File: config.mk
export PLATFORM = sky130hd
export DESIGN_NAME = terminal_size_report_parser
export DESIGN_NICKNAME = d
export VERILOG_FILES = /design/src/sv/tspr_pkg.sv /design/src/sv/tspr_cfg.sv /design/src/sv/tspr_core.sv /design/src/sv/terminal_size_report_parser.sv
export SDC_FILE = /design/constraint.sdc
export NUM_CORES = 1
export LEC_CHECK = 0
export BUFFER_PORTS_ARGS = -buffer_cell sky130_fd_sc_hd__clkbuf_2
export CELL_PAD_IN_SITES_DETAIL_PLACEMENT = 1
export CELL_PAD_IN_SITES_GLOBAL_PLACEMENT = 1
export CORE_AREA = 2 2 124 126
export DETAILED_ROUTE_END_ITERATION = 8
export DIE_AREA = 0 0 126 128
export HOLD_SLACK_MARGIN = 0.06
export PLACE_DENSITY = 0.82
export SYNTH_ARGS = -nofsm -noshare
export SYNTH_HDL_FRONTEND = slang
export SYNTH_SLANG_ARGS = --single-unit
File: constraint.sdc
create_clock -name clk -period 4.3 [get_ports clk]
set_input_delay 0.86 -clock clk [delete_from_list [all_inputs] [get_ports clk]]
set_output_delay 0.86 -clock clk [all_outputs]
set_load 0.1 [all_outputs]
File: src/sv/tspr_pkg.sv
// Shared types and constants for the terminal size report parser.
`default_nettype none
package tspr_pkg;

  localparam int REG_W = 10;
  localparam int CFG_ADDR_W = 4;
  localparam int BYTE_W = 8;
  localparam int OUT_DATA_W = 24;

  localparam logic [BYTE_W-1:0] BYTE_ESC = 8'h1b;
  localparam logic [BYTE_W-1:0] BYTE_LBRACKET = 8'h5b;
  localparam logic [BYTE_W-1:0] BYTE_SEMI = 8'h3b;
  localparam logic [BYTE_W-1:0] BYTE_R = 8'h52;
  localparam logic [BYTE_W-1:0] BYTE_ZERO = 8'h30;
  localparam logic [BYTE_W-1:0] BYTE_NINE = 8'h39;

  localparam logic [REG_W-1:0] MIN_COLS_RESET = 10'd20;
  localparam logic [REG_W-1:0] MIN_ROWS_RESET = 10'd8;
  localparam logic [REG_W-1:0] MAX_COLS_RESET = 10'd300;
  localparam logic [REG_W-1:0] MAX_ROWS_RESET = 10'd120;

  typedef enum logic [1:0] {
    REG_MIN_COLS = 2'd0,
    REG_MIN_ROWS = 2'd1,
    REG_MAX_COLS = 2'd2,
    REG_MAX_ROWS = 2'd3
  } reg_index_t;

  typedef enum logic [2:0] {
    PH_IDLE    = 3'd0,
    PH_ESC     = 3'd1,
    PH_BRACKET = 3'd2,
    PH_ROWS    = 3'd3,
    PH_SEMI    = 3'd4,
    PH_COLS    = 3'd5
  } phase_t;

  typedef struct packed {
    logic [REG_W-1:0] min_cols;
    logic [REG_W-1:0] min_rows;
    logic [REG_W-1:0] max_cols;
    logic [REG_W-1:0] max_rows;
  } limits_t;

endpackage
`default_nettype wire

File: src/sv/tspr_cfg.sv
// Configuration register file with an APB-style access port.
`default_nettype none
module tspr_cfg
  import tspr_pkg::*;
(
  input  wire logic                  clk,
  input  wire logic                  rst,
  input  wire logic                  psel,
  input  wire logic                  penable,
  input  wire logic                  pwrite,
  input  wire logic [CFG_ADDR_W-1:0] paddr,
  input  wire logic [31:0]           pwdata,
  output logic      [31:0]           prdata,
  output logic                       pready,
  output limits_t                    limits
);

  logic       wr_en;
  reg_index_t idx;

  assign pready = 1'b1;
  assign wr_en  = psel & penable & pwrite & pready;
  assign idx    = reg_index_t'(paddr[3:2]);

  always_ff @(posedge clk) begin
    if (rst) begin
      limits.min_cols <= MIN_COLS_RESET;
      limits.min_rows <= MIN_ROWS_RESET;
      limits.max_cols <= MAX_COLS_RESET;
      limits.max_rows <= MAX_ROWS_RESET;
    end else if (wr_en) begin
      case (idx)
        REG_MIN_COLS: limits.min_cols <= pwdata[REG_W-1:0];
        REG_MIN_ROWS: limits.min_rows <= pwdata[REG_W-1:0];
        REG_MAX_COLS: limits.max_cols <= pwdata[REG_W-1:0];
        REG_MAX_ROWS: limits.max_rows <= pwdata[REG_W-1:0];
        default: ;
      endcase
    end
  end

  always_comb begin
    case (idx)
      REG_MIN_COLS: prdata = {{(32-REG_W){1'b0}}, limits.min_cols};
      REG_MIN_ROWS: prdata = {{(32-REG_W){1'b0}}, limits.min_rows};
      REG_MAX_COLS: prdata = {{(32-REG_W){1'b0}}, limits.max_cols};
      REG_MAX_ROWS: prdata = {{(32-REG_W){1'b0}}, limits.max_rows};
      default:      prdata = 32'd0;
    endcase
  end

endmodule
`default_nettype wire

File: src/sv/tspr_core.sv
// Parser state and the per-byte update of the cursor position report match.
`default_nettype none
module tspr_core
  import tspr_pkg::*;
#(
  parameter int COUNT_WIDTH = 10
) (
  input  wire logic              clk,
  input  wire logic              rst,
  input  wire logic              step,
  input  wire logic [BYTE_W-1:0] in_byte,
  input  wire logic              start_over,
  input  wire limits_t           limits,
  output logic                   report_valid,
  output logic      [REG_W-1:0]  report_rows,
  output logic      [REG_W-1:0]  report_cols
);

  localparam int SUM_W = COUNT_WIDTH + 4;
  localparam int CMP_W = (COUNT_WIDTH > REG_W) ? COUNT_WIDTH : REG_W;
  localparam logic [COUNT_WIDTH-1:0] COUNT_MAX = {COUNT_WIDTH{1'b1}};

  phase_t                 phase, phase_next, ph;
  logic [COUNT_WIDTH-1:0] row_accum, row_accum_next;
  logic [COUNT_WIDTH-1:0] col_accum, col_accum_next;
  logic [COUNT_WIDTH-1:0] row_cur, col_cur, row_add, col_add;
  logic [SUM_W-1:0]       row_sum, col_sum;
  logic [CMP_W-1:0]       row_ext, col_ext;
  logic                   is_digit;
  logic [3:0]             digit;
  logic                   in_range;

  always_comb begin
    is_digit = (in_byte inside {[BYTE_ZERO:BYTE_NINE]});
    digit    = is_digit ? in_byte[3:0] : 4'd0;
    if (start_over) begin
      ph      = PH_IDLE;
      row_cur = '0;
      col_cur = '0;
    end else begin
      ph      = phase;
      row_cur = row_accum;
      col_cur = col_accum;
    end
  end

  // Multiply by ten as two shifts and an add, then saturate.
  always_comb begin
    row_sum = ({4'd0, row_cur} << 3) + ({4'd0, row_cur} << 1) + SUM_W'(digit);
    col_sum = ({4'd0, col_cur} << 3) + ({4'd0, col_cur} << 1) + SUM_W'(digit);
    row_add = (|row_sum[SUM_W-1:COUNT_WIDTH]) ? COUNT_MAX : row_sum[COUNT_WIDTH-1:0];
    col_add = (|col_sum[SUM_W-1:COUNT_WIDTH]) ? COUNT_MAX : col_sum[COUNT_WIDTH-1:0];
    row_ext = CMP_W'(row_cur);
    col_ext = CMP_W'(col_cur);
    in_range = (col_ext >= CMP_W'(limits.min_cols)) && (row_ext >= CMP_W'(limits.min_rows)) &&
               (col_ext <= CMP_W'(limits.max_cols)) && (row_ext <= CMP_W'(limits.max_rows));
  end

  always_comb begin
    phase_next = PH_IDLE;
    if (in_byte == BYTE_ESC) begin
      phase_next = PH_ESC;
    end else begin
      case (ph)
        PH_ESC: begin
          if (in_byte == BYTE_LBRACKET) phase_next = PH_BRACKET;
        end
        PH_BRACKET, PH_ROWS: begin
          if (is_digit) phase_next = PH_ROWS;
          else if (in_byte == BYTE_SEMI && ph == PH_ROWS) phase_next = PH_SEMI;
        end
        PH_SEMI, PH_COLS: begin
          if (is_digit) phase_next = PH_COLS;
        end
        default: phase_next = PH_IDLE;
      endcase
    end
  end

  always_comb begin
    row_accum_next = row_cur;
    col_accum_next = col_cur;
    report_valid   = 1'b0;
    report_rows    = '0;
    report_cols    = '0;
    case (phase_next)
      PH_IDLE, PH_ESC: begin
        row_accum_next = '0;
        col_accum_next = '0;
      end
      PH_ROWS: if (is_digit) row_accum_next = row_add;
      PH_COLS: if (is_digit) col_accum_next = col_add;
      default: ;
    endcase
    if (in_byte == BYTE_R && ph == PH_COLS && in_range) begin
      report_valid = 1'b1;
      report_rows  = row_ext[REG_W-1:0];
      report_cols  = col_ext[REG_W-1:0];
    end
  end

  always_ff @(posedge clk) begin
    if (rst) begin
      phase     <= PH_IDLE;
      row_accum <= '0;
      col_accum <= '0;
    end else if (step) begin
      phase     <= phase_next;
      row_accum <= row_accum_next;
      col_accum <= col_accum_next;
    end
  end

endmodule
`default_nettype wire

File: src/sv/terminal_size_report_parser.sv
// Top level: stream registers around the parser and the configuration port.
// The accepted byte is registered, then the result is registered onto the output port.
// Throughput is one item per cycle while the output is not stalled.
// Synchronous active-high reset clears the parser state, the stream valids and
// loads the limit registers with their default values.
`default_nettype none
module terminal_size_report_parser
  import tspr_pkg::*;
#(
  parameter int COUNT_WIDTH = 10
) (
  input  wire logic                  clk,
  input  wire logic                  rst,
  input  wire logic                  s_tvalid,
  output logic                       s_tready,
  input  wire logic [BYTE_W-1:0]     s_tdata,  // in_byte
  input  wire logic                  s_tuser,  // start_over
  output logic                       m_tvalid,
  input  wire logic                  m_tready,
  output logic      [OUT_DATA_W-1:0] m_tdata,  // report_rows, report_cols, zero pad
  output logic                       m_tuser,  // report_valid
  input  wire logic                  psel,
  input  wire logic                  penable,
  input  wire logic                  pwrite,
  input  wire logic [CFG_ADDR_W-1:0] paddr,
  input  wire logic [31:0]           pwdata,
  output logic      [31:0]           prdata,
  output logic                       pready
);

  limits_t           limits;
  logic              in_valid;
  logic [BYTE_W-1:0] in_byte;
  logic              in_start_over;
  logic              out_free, step;
  logic              rep_valid;
  logic [REG_W-1:0]  rep_rows, rep_cols;

  tspr_cfg u_cfg (
    .clk     (clk),
    .rst     (rst),
    .psel    (psel),
    .penable (penable),
    .pwrite  (pwrite),
    .paddr   (paddr),
    .pwdata  (pwdata),
    .prdata  (prdata),
    .pready  (pready),
    .limits  (limits)
  );

  tspr_core #(
    .COUNT_WIDTH (COUNT_WIDTH)
  ) u_core (
    .clk          (clk),
    .rst          (rst),
    .step         (step),
    .in_byte      (in_byte),
    .start_over   (in_start_over),
    .limits       (limits),
    .report_valid (rep_valid),
    .report_rows  (rep_rows),
    .report_cols  (rep_cols)
  );

  assign out_free = !m_tvalid || m_tready;
  assign step     = in_valid && out_free;
  assign s_tready = !in_valid || out_free;

  always_ff @(posedge clk) begin
    if (rst) begin
      in_valid <= 1'b0;
    end else if (s_tready) begin
      in_valid <= s_tvalid;
    end
  end

  always_ff @(posedge clk) begin
    if (s_tvalid && s_tready) begin
      in_byte       <= s_tdata;
      in_start_over <= s_tuser;
    end
  end

  always_ff @(posedge clk) begin
    if (rst) begin
      m_tvalid <= 1'b0;
    end else if (out_free) begin
      m_tvalid <= in_valid;
    end
  end

  always_ff @(posedge clk) begin
    if (step) begin
      m_tuser <= rep_valid;
      m_tdata <= {{(OUT_DATA_W-2*REG_W){1'b0}}, rep_cols, rep_rows};
    end
  end

endmodule
`default_nettype wire
# Word-level counts from Yosys, hierarchy flattened
# Index checks and enable logic that the tools add are counted.
# totals
register_bits,95
latch_bits,0
ramBits,0
romBits,0
input_bits,52
out_inout_bits,60
word_cells,82
memories,0
# op_classes
addsub,4
multipliers,0
div,0
n_lt_le_gt_ge,6
eq_ne,15
n_shift,0
muxes,18
bitwise,2
n_reduce_logical,24
# op_table
cell,count
one-hot mux 32 bit (4 select lines),1
two-way mux 10 bit,6
one-hot mux 10 bit (2 select lines),2
adder 13 x 11 -> 14 bit,2
adder 14 x 4 -> 14 bit,2
greater-or-equal comparator 10 bit,2
less-or-equal comparator 10 bit,2
== test 8 x 7 -> 1 bit (second input constant),2
two-way mux 3 bit,5
== test 3 x 2 -> 1 bit (second input constant),3
== test 3 bit (second input constant),3
logical AND 1 bit,9
one-hot mux 3 bit (3 select lines),1
== test 8 x 5 -> 1 bit (second input constant),1
== test 8 x 6 -> 1 bit (second input constant),1
greater-or-equal comparator 8 x 6 -> 1 bit (second input constant),1
less-or-equal comparator 8 x 6 -> 1 bit (second input constant),1
AND reduction 2 bit,4
OR reduction 4 bit,2
== test 3 x 1 -> 1 bit (second input constant),2
OR reduction 2 bit,3
== test 2 bit (second input constant),2
two-way mux 4 bit,1
zero test 3 bit,1
other kinds (7),10

# Longest topological paths before layout
# Gate-level depths: netlist of the first run.
# logic_depth
word_depth,10
depth_mapped,13
ltp_nobuf,12

# Cells and area by module
# From an unflattened synthesis of the first run, not the netlist that was laid out.
# unflattened
cells_unflattened,793
area_unflattened_um2,7130.6
# by_module_without_submodules
mod,instances,cells_each,area_each_um2,seq_area_each_um2
tspr_core,1,546,3988.8,460.4
tspr_cfg,1,202,2103.3,800.8
terminal_size_report_parser,1,45,1038.5,940.9

# Worst setup path before layout of the first run
# OpenSTA, ideal clock, no wires.
# synth_timing
kind,register -> register
from,reg in_start_over
to,reg u_core.col_accum[9]
setup_ps,120
t_arrival_ps,3296
t_required_ps,4180
path_slack_ps,884
stages_incl_launch_ff,13
n_path_buf,2
period_less_slack_ps,3416
cell_sequence,edfxtp_1 -> clkbuf_1 -> clkbuf_1 -> nor2b_1 -> fa_1 -> inv_1 -> fa_1 -> nor2b_1 -> o211ai_1 -> a32o_1 -> mux2i_1 -> o31a_1 -> a211o_1
# synth_between
word_cells_on_any_way,24
classes_between,2 x add/sub; 7 x eq/ne; 9 x mux; 6 x reduce/logical
# synth_lines
item,line,rtl
start: declaration,terminal_size_report_parser.sv:34,logic in_start_over;
start signal: assignment,terminal_size_report_parser.sv:81,in_start_over <= s_tuser;
two-way mux 10 bit (*),tspr_core.sv:36,if (start_over) begin
named net u_core.col_cur[2],tspr_core.sv:26,"logic [COUNT_WIDTH-1:0] row_cur, col_cur, row_add, col_add;"
adder 13 x 11 -> 14 bit (*),tspr_core.sv:50,"col_sum = ({4'd0, col_cur} << 3) + ({4'd0, col_cur} << 1) + SUM_W'(digit);"
adder 14 x 4 -> 14 bit (*),tspr_core.sv:50,
OR reduction 4 bit,tspr_core.sv:52,col_add = (|col_sum[SUM_W-1:COUNT_WIDTH]) ? COUNT_MAX : col_sum[COUNT_WIDTH-1:0];
two-way mux 10 bit (*),tspr_core.sv:52,
two-way mux 10 bit (*),tspr_core.sv:92,PH_COLS: if (is_digit) col_accum_next = col_add;
one-hot mux 10 bit (2 select lines) (*),tspr_core.sv:86,case (phase_next)
end signal: assignment,tspr_core.sv:110,col_accum <= col_accum_next;
end: declaration,tspr_core.sv:25,"logic [COUNT_WIDTH-1:0] col_accum, col_accum_next;"
# Mark *: on every way through the listed nets, which the timed path passes. The rest lies on a longest branch.
# A chain may end at the register's enable or synchronous reset.

# Worst setup path after layout of the first run
# layout_timing
from,reg in_start_over
to,reg u_core.row_accum[7]
# layout_between
word_cells_on_any_way,24
classes_between,2 x add/sub; 7 x eq/ne; 9 x mux; 6 x reduce/logical
# layout_lines
item,line,rtl
two-way mux 10 bit (*),tspr_core.sv:36,
named net u_core.row_cur[7],tspr_core.sv:26,
adder 13 x 11 -> 14 bit,tspr_core.sv:49,"row_sum = ({4'd0, row_cur} << 3) + ({4'd0, row_cur} << 1) + SUM_W'(digit);"
adder 14 x 4 -> 14 bit,tspr_core.sv:49,
OR reduction 4 bit,tspr_core.sv:51,row_add = (|row_sum[SUM_W-1:COUNT_WIDTH]) ? COUNT_MAX : row_sum[COUNT_WIDTH-1:0];
two-way mux 10 bit,tspr_core.sv:51,
two-way mux 10 bit,tspr_core.sv:91,PH_ROWS: if (is_digit) row_accum_next = row_add;
one-hot mux 10 bit (2 select lines) (*),tspr_core.sv:86,
end signal: assignment,tspr_core.sv:109,row_accum <= row_accum_next;
end: declaration,tspr_core.sv:24,"logic [COUNT_WIDTH-1:0] row_accum, row_accum_next;"
# Marks and branches as above.

==> impl_results.md, run 1 <==
- Status: completed
- H-tree levels: 3
- Sw frac: a little under a third
- Slew Limit Fails: 0
- Setup Viol. Count Final: 0
- Io pins: between 100 and 150
- Number of synthesized flops with an enable pin: 30
- Mapped Cells: 669
- Root Driver: clkbuf_16
- P&R area growth vs syn: 11.64%
- Vias in the first global route: ~5.5k
- NumNets Final: 861
- DP HPWL: ~14 mm
- Pint: between 1 and 1.5 mW
- Largest net degree at the start of global routing: 32
- Most frequent cells in the layout: ha_1, inv_1, nor2_1, dfxtp_1, clkbuf_2
- Power per cell area: approximately 300 mW/mm2
- Final hold viol count: 0
- Library cells used by synthesis: 67
- Setup repair bufs after CTS: 0
- Peak supply drop: 0.0001930 V
- Metal-1 WL: about 8.0 mm
- Vias: ~5.3k
- RePlAce Congestion: about 0.90
- GRT Total Usage: 23.33%
- Drt wl/cell: 19.92 um
- Drt first pass iters: 5
- Clk Latency, worst-skew pair: ~360 ps
- Max Clock Skew: roughly 13 ps
- Initial Util: 43.31%
- Fmax: 0.2625 GHz
- Logic pwr share: between 15 and 20%
- Hold crit path type: flip-flop to flip-flop
- Max-Cap Viols: 0
- Tcrit/Tclk final: 88.60%
- Die W: ~130 um
- Area of the mapped netlist: 0.006437 mm2
- Largest buffer count on any clock path: 2
- Worst Max-Slew Pin Slew: ~1200 ps
- CP Data Required Time: 4530 ps
- DRC viols: 0
- Synth warn: 0
- CTS tree: yes
- RSZ-0062 raised after global routing: false
- CTS Hold Buffers Added: 0
- Synth Area per Inst: a little under 10 um2
- First DRT Iteration DRCs: 351
- Worst path arrival time: 4040 ps
- TritonCTS Sinks: 95
- Critical Path Start Type: flip-flop
- PostCTS Resize Cnt: 0
- Commonest non-fill, non-tap cell in the layout: ha_1
- # diodes: 0
- Hold WS: around 470 ps
- Sequential share of the synthesized area: between 30% and 40%
- Row Count: 45
- Via density: just under 6
- Share of post-route cells with drive strength above 1: roughly 15%
- Global-route wire length before repair: 29.44 mm
- TritonCTS buffer count: 9
- Period minus WS final: ~3800 ps
- Die area: 0.01613 mm2
- Static leakage: between 3 and 4 nW
- Clock Power Share: around two fifths
- DRT Wirelength: 18.32 mm
- Worst Setup End Kind: flip-flop
- Top FF cell, synth: dfxtp_1
- Routed wl met3: slightly above 700 um
- Final global-route overflow total: 0
- DR top layer: met4
- Ys async rst share: 0%
- Crit path kind: flip-flop to flip-flop
- Sequential power share: ~45%
- Core area: between 0.01 and 0.015 mm2
- Psw: between 600 and 700 uW
- Setup TNS: 0 ps
- Buffers added on ports: 60
- Die Height: about 130 um
- Antenna Nets Post-Route: 0
- Reg clk slew, reported paths: about 70 ps
- Initial antenna violation count: 0
- Metal2 WL: a little over 9 mm
- Yosys reg bits: 95
- CP max FO: 15
- Worst rel slew slack: about 17%
## synthesized netlist by cell type, types with 10 or more instances
| master | count | area [um2] |
|---|---|---|
| mux4_2 | 10 | 225.2 |
| o21ai_0 | 15 | 75.07 |
| nand2b_1 | 10 | 62.56 |
| inv_1 | 71 | 266.5 |
| a21o_1 | 10 | 75.07 |
| buf_4 | 27 | 202.7 |
| nor2b_1 | 14 | 87.58 |
| clkbuf_1 | 13 | 48.80 |
| nor3_1 | 14 | 70.07 |
| mux2i_1 | 31 | 310.3 |
| a211o_1 | 13 | 113.9 |
| nor4b_1 | 11 | 96.34 |
| ha_1 | 78 | 975.9 |
| a21oi_1 | 20 | 100.1 |
| dfxtp_1 | 65 | 1301 |
| nand3_1 | 13 | 65.06 |
| a211oi_1 | 10 | 75.07 |
| nor2_1 | 66 | 247.7 |
| edfxtp_1 | 30 | 900.9 |
| nand2_1 | 16 | 60.06 |
## area by class of cell
cell class	count	area [um2]
repair buffers	74	405.4
clock buffers	10	239.0
flip-flops and latches	95	2202
clock inverters	6	58.81
well taps	188	235.2
multi-input cells	476	3780
fillers	1748	7677
inverters	71	266.5
## cells by family (layout without fill, tap and decap cells)
family	count (synthesis)	count (layout)	synth area share [%]
mux	43	43	8.727
fa+ha+maj	82	82	16.40
flops	95	95	34.21
other cells	2	27	0.1167
compound gates	127	127	14.42
simple gates	187	187	15.86
xor+xnor	10	10	1.361
buf+inv	123	161	8.902
## sequential cells by signal (all words and copies together) (netlist names)
signal,count
in_byte,8
in_start_over,1
in_valid,1
m_tdata,20
m_tuser,1
m_tvalid,1
u_cfg.limits,40
u_core.col_accum,10
u_core.phase,3
u_core.row_accum,10
## stage by stage
step	setup slack (ps)	power [mW]	cells	util, %	cell area (um2)
floorplan	884.1	1.290	694	-	6531
CTS	530.9	2.161	920	48.35	7187
global placement	643.6	1.326	904	46.35	6889
detailed placement	541.2	1.335	904	46.35	6889
finish	490.3	2.148	920	48.35	7187
global route	324.3	2.211	920	48.35	7187
## metal layers
layer  up-vias  GRT usage, %
met5         -             0
met2       152         40.67
li1       2491             -
met3        31         3.923
met4         0         8.339
met1      2640         29.22
## critical path: stages, from the launching register on
cell and delay (ps):
edfxtp_1 720, buf_4 260, nand2b_1 210, inv_1 160, ha_1 310, ha_1 390, a21oi_1 340, o221ai_1 160
o21ai_0 230, mux2_2 460, o21ai_0 310, a211oi_1 130
## power groups by stage
| stage | logic, mW | clock network [mW] | registers (mW) |
|---|---|---|---|
| floorplan | 0.246 | 0 | 1.04 |
| global placement | 0.345 | 0 | 0.981 |
| detailed placement | 0.351 | 0 | 0.984 |
| CTS | 0.354 | 0.844 | 0.964 |
| global route | 0.370 | 0.875 | 0.966 |
| finish | 0.354 | 0.830 | 0.963 |
## worst paths after layout
path,startpoint,endpoint,slack [ps],cells past startpoint
worst min register to register,u_core.col_accum[9]$_SDFFE_PP0P_,u_core.col_accum[9]$_SDFFE_PP0P_,470,1
worst max register to register,in_start_over$_DFFE_PP_,u_core.row_accum[7]$_SDFFE_PP0P_,490,11
worst max-delay path,in_start_over$_DFFE_PP_,u_core.row_accum[7]$_SDFFE_PP0P_,490,11
worst min-delay path,u_core.col_accum[9]$_SDFFE_PP0P_,u_core.col_accum[9]$_SDFFE_PP0P_,470,1
Power figures use the tool's default switching activity.
==> inputs of run 2 (changes only) <==
--- a/config.mk
+++ b/config.mk
@@ -8,11 +8,11 @@
 export BUFFER_PORTS_ARGS = -buffer_cell sky130_fd_sc_hd__clkbuf_2
 export CELL_PAD_IN_SITES_DETAIL_PLACEMENT = 1
 export CELL_PAD_IN_SITES_GLOBAL_PLACEMENT = 1
-export CORE_AREA = 2 2 124 126
+export CORE_AREA = 2 2 121 123
 export DETAILED_ROUTE_END_ITERATION = 8
-export DIE_AREA = 0 0 126 128
+export DIE_AREA = 0 0 123 125
 export HOLD_SLACK_MARGIN = 0.06
-export PLACE_DENSITY = 0.82
+export PLACE_DENSITY = 0.85
 export SYNTH_ARGS = -nofsm -noshare
 export SYNTH_HDL_FRONTEND = slang
 export SYNTH_SLANG_ARGS = --single-unit
==> constraint.sdc (replaced) <==
create_clock -name clk -period 4.4 [get_ports clk]
set_input_delay 0.88 -clock clk [delete_from_list [all_inputs] [get_ports clk]]
set_output_delay 0.88 -clock clk [all_outputs]
set_load 0.1 [all_outputs]
==> run 2 against run 1 <==
Compared with the run above: die area decreased by 4.7%; count of clock-buffer cells in the layout grew 1; utilization grew 2.2 points; hold slack better by 12 ps; sequential power shrank 2.3%; clock skew about the same; clock power is 0.8% higher; first-iteration DRC count is 3.4% lower; critical path type unchanged; sequential share of layout area hardly changed; combinational power fell by 3%; flip-flop and latch count unchanged.
==> impl_results.md, run 2 (synthesis gave the netlist of run 1 again) <==
- Vias in the first global route: 5582 (+0.78%)
- Buffers added on ports: 60 (unchanged)
- Core area: 0.01420 mm2 (-4.4%)
- Row Count: 44 (-2.2%)
- Drt wl/cell: 19.06 um (-4.3%)
- Most frequent cells in the layout: ha_1, inv_1, nor2_1, dfxtp_1, clkbuf_2
- Static leakage: 3.310 nW (about the same)
- CP max FO: 12 (-3)
- Final hold viol count: 0 (unchanged)
- Reg clk slew, reported paths: 70 ps (about the same)
- CTS Hold Buffers Added: 0 (unchanged)
- Antenna Nets Post-Route: 0 (unchanged)
- Max Clock Skew: 12.97 ps (+0.1979 ps)
- Io pins: 112 (unchanged)
- DRT Wirelength: 17.42 mm (-4.9%)
- Setup ws final: 658.3 ps (+168.0 ps)
- Share of post-route cells with drive strength above 1: 14.93% (-0.37 points)
- Root Driver: clkbuf_16
- Max-Cap Viols: 0 (unchanged)
- TritonCTS Sinks: 95 (unchanged)
- Die area: 0.01538 mm2 (-4.7%)
- CP Data Required Time: 4620 ps (+90 ps)
- Die W: 123 um (-2.4%)
- Critical Path Start Type: flip-flop
- H-tree levels: 3 (unchanged)
- Pre-CTS setup slack: 676.5 ps (+135.3 ps)
- Tcrit/Tclk final: 85.04% (-3.6 points)
- Setup repair bufs after CTS: 0 (unchanged)
- Vias: 5313 (-0.019%)
- Setup Viol. Count Final: 0 (unchanged)
- CTS tree: yes
- DRC viols: 0 (unchanged)
- NumNets Final: 859 (-0.23%)
- Worst rel slew slack: 15.62% (-0.96 points)
- Via density: 5.813 (+0.64%)
- RSZ-0062 raised after global routing: false
- Largest buffer count on any clock path: 2 (unchanged)
- Hold crit path type: flip-flop to flip-flop
- Clk Latency, worst-skew pair: 360 ps (about the same)
- Commonest non-fill, non-tap cell in the layout: ha_1
- Power per cell area: 295.5 mW/mm2 (-1.1%)
- Final global-route overflow total: 0 (unchanged)
- Slew Limit Fails: 0 (unchanged)
- Die Height: 125 um (-2.3%)
- Fillers: 1675 (-4.2%)
- P&R area growth vs syn: 11.58% (about the same)
- Worst Max-Slew Pin Slew: 1260 ps (+10.22 ps)
- Crit path kind: flip-flop to flip-flop
- Period minus WS final: 3742 ps (-68.01 ps)
- Global-route wire length before repair: 28.36 mm (-3.7%)
- Post-layout util: 50.57% (+2.2 points)
- Top flop regs: u_cfg.limits (40), m_tdata (20)
- PostCTS Resize Cnt: 0 (unchanged)
- Fmax: 0.2673 GHz (+1.8%)
- Setup TNS: 0 ps (unchanged)
- GRT Total Usage: 23.72% (+0.39 points)
- Drt first pass iters: 4 (-1)
- # diodes: 0 (unchanged)
- Worst path arrival time: 3960 ps (-80 ps)
- DP HPWL: 13.71 mm (-3.6%)
- TritonCTS buffer count: 9 (unchanged)
- Top reg by flops: u_cfg.limits
- Largest net degree at the start of global routing: 36 (+13%)
- Max reg flops: 40 (unchanged)
- Initial antenna violation count: 0 (unchanged)
- Peak supply drop: 0.0002744 V (+42%)
- Status: completed
- First DRT Iteration DRCs: 339 (-3.4%)
- Worst Setup End Kind: flip-flop
- Initial Util: 45.32% (+2.0 points)
- RePlAce Congestion: 0.9461 (+4.9%)
-- run 2: through the flow --
stage | total power, mW | hold slack, ps | area, um2 | std cells
4_1_cts | 2.137 | 484.1 | 7183 | 914
6_report | 2.122 | 484.3 | 7183 | 914
5_1_grt | 2.185 | 499.9 | 7183 | 914
3_5_place_dp | 1.303 | 470.5 | 6869 | 898
2_1_floorplan | 1.260 | 437.0 | 6531 | 694
3_3_place_gp | 1.294 | 458.0 | 6869 | 898
-- run 2: worst paths after layout --
| check | startpoint | slack [ps] | cells past startpoint | to |
|---|---|---|---|---|
| hold / removal | u_core.row_accum[8]$_SDFFE_PP0P_ | 480 | 2 | u_core.row_accum[8]$_SDFFE_PP0P_ |
| setup / recovery | in_start_over$_DFFE_PP_ | 660 | 10 | u_core.row_accum[7]$_SDFFE_PP0P_ |
| setup reg to reg | in_start_over$_DFFE_PP_ | 660 | 10 | u_core.row_accum[7]$_SDFFE_PP0P_ |
| hold reg to reg | u_core.row_accum[8]$_SDFFE_PP0P_ | 480 | 2 | u_core.row_accum[8]$_SDFFE_PP0P_ |
-- run 2: final cells by class --
class | count | area (um2) | area share, %
multi-input combinational | 476 | 3780 | 52.62
sequential | 95 | 2202 | 30.66
timing repair buffer | 72 | 390.4 | 5.435
inverter | 71 | 266.5 | 3.710
clock buffer | 11 | 232.7 | 3.240
tap | 184 | 230.2 | 3.205
clock inverter | 5 | 81.33 | 1.132
-- run 2: critical path: stages (launching register included) --
cell	delay, ps
edfxtp_1	590
buf_4	260
nor2_1	480
ha_1	350
ha_1	380
a21oi_1	260
o221ai_1	160
o21ai_0	200
mux2_2	440
o21ai_0	340
a211oi_1	130
-- run 2: layer usage --
layer	vias to the layer above	wire (um)	track usage, %
li1	2504	-	-
met1	2618	7512	30.40
met2	155	8616	39.75
met3	36	809	4.015
met4	0	484	9.024
met5	-	0	0
-- run 2: report_power, final --
group | internal [mW] | switching (mW) | leakage [nW]
logic | 0.0575 | 0.287 | 2.35
clock network | 0.500 | 0.338 | 0.152
registers | 0.926 | 0.0151 | 0.806
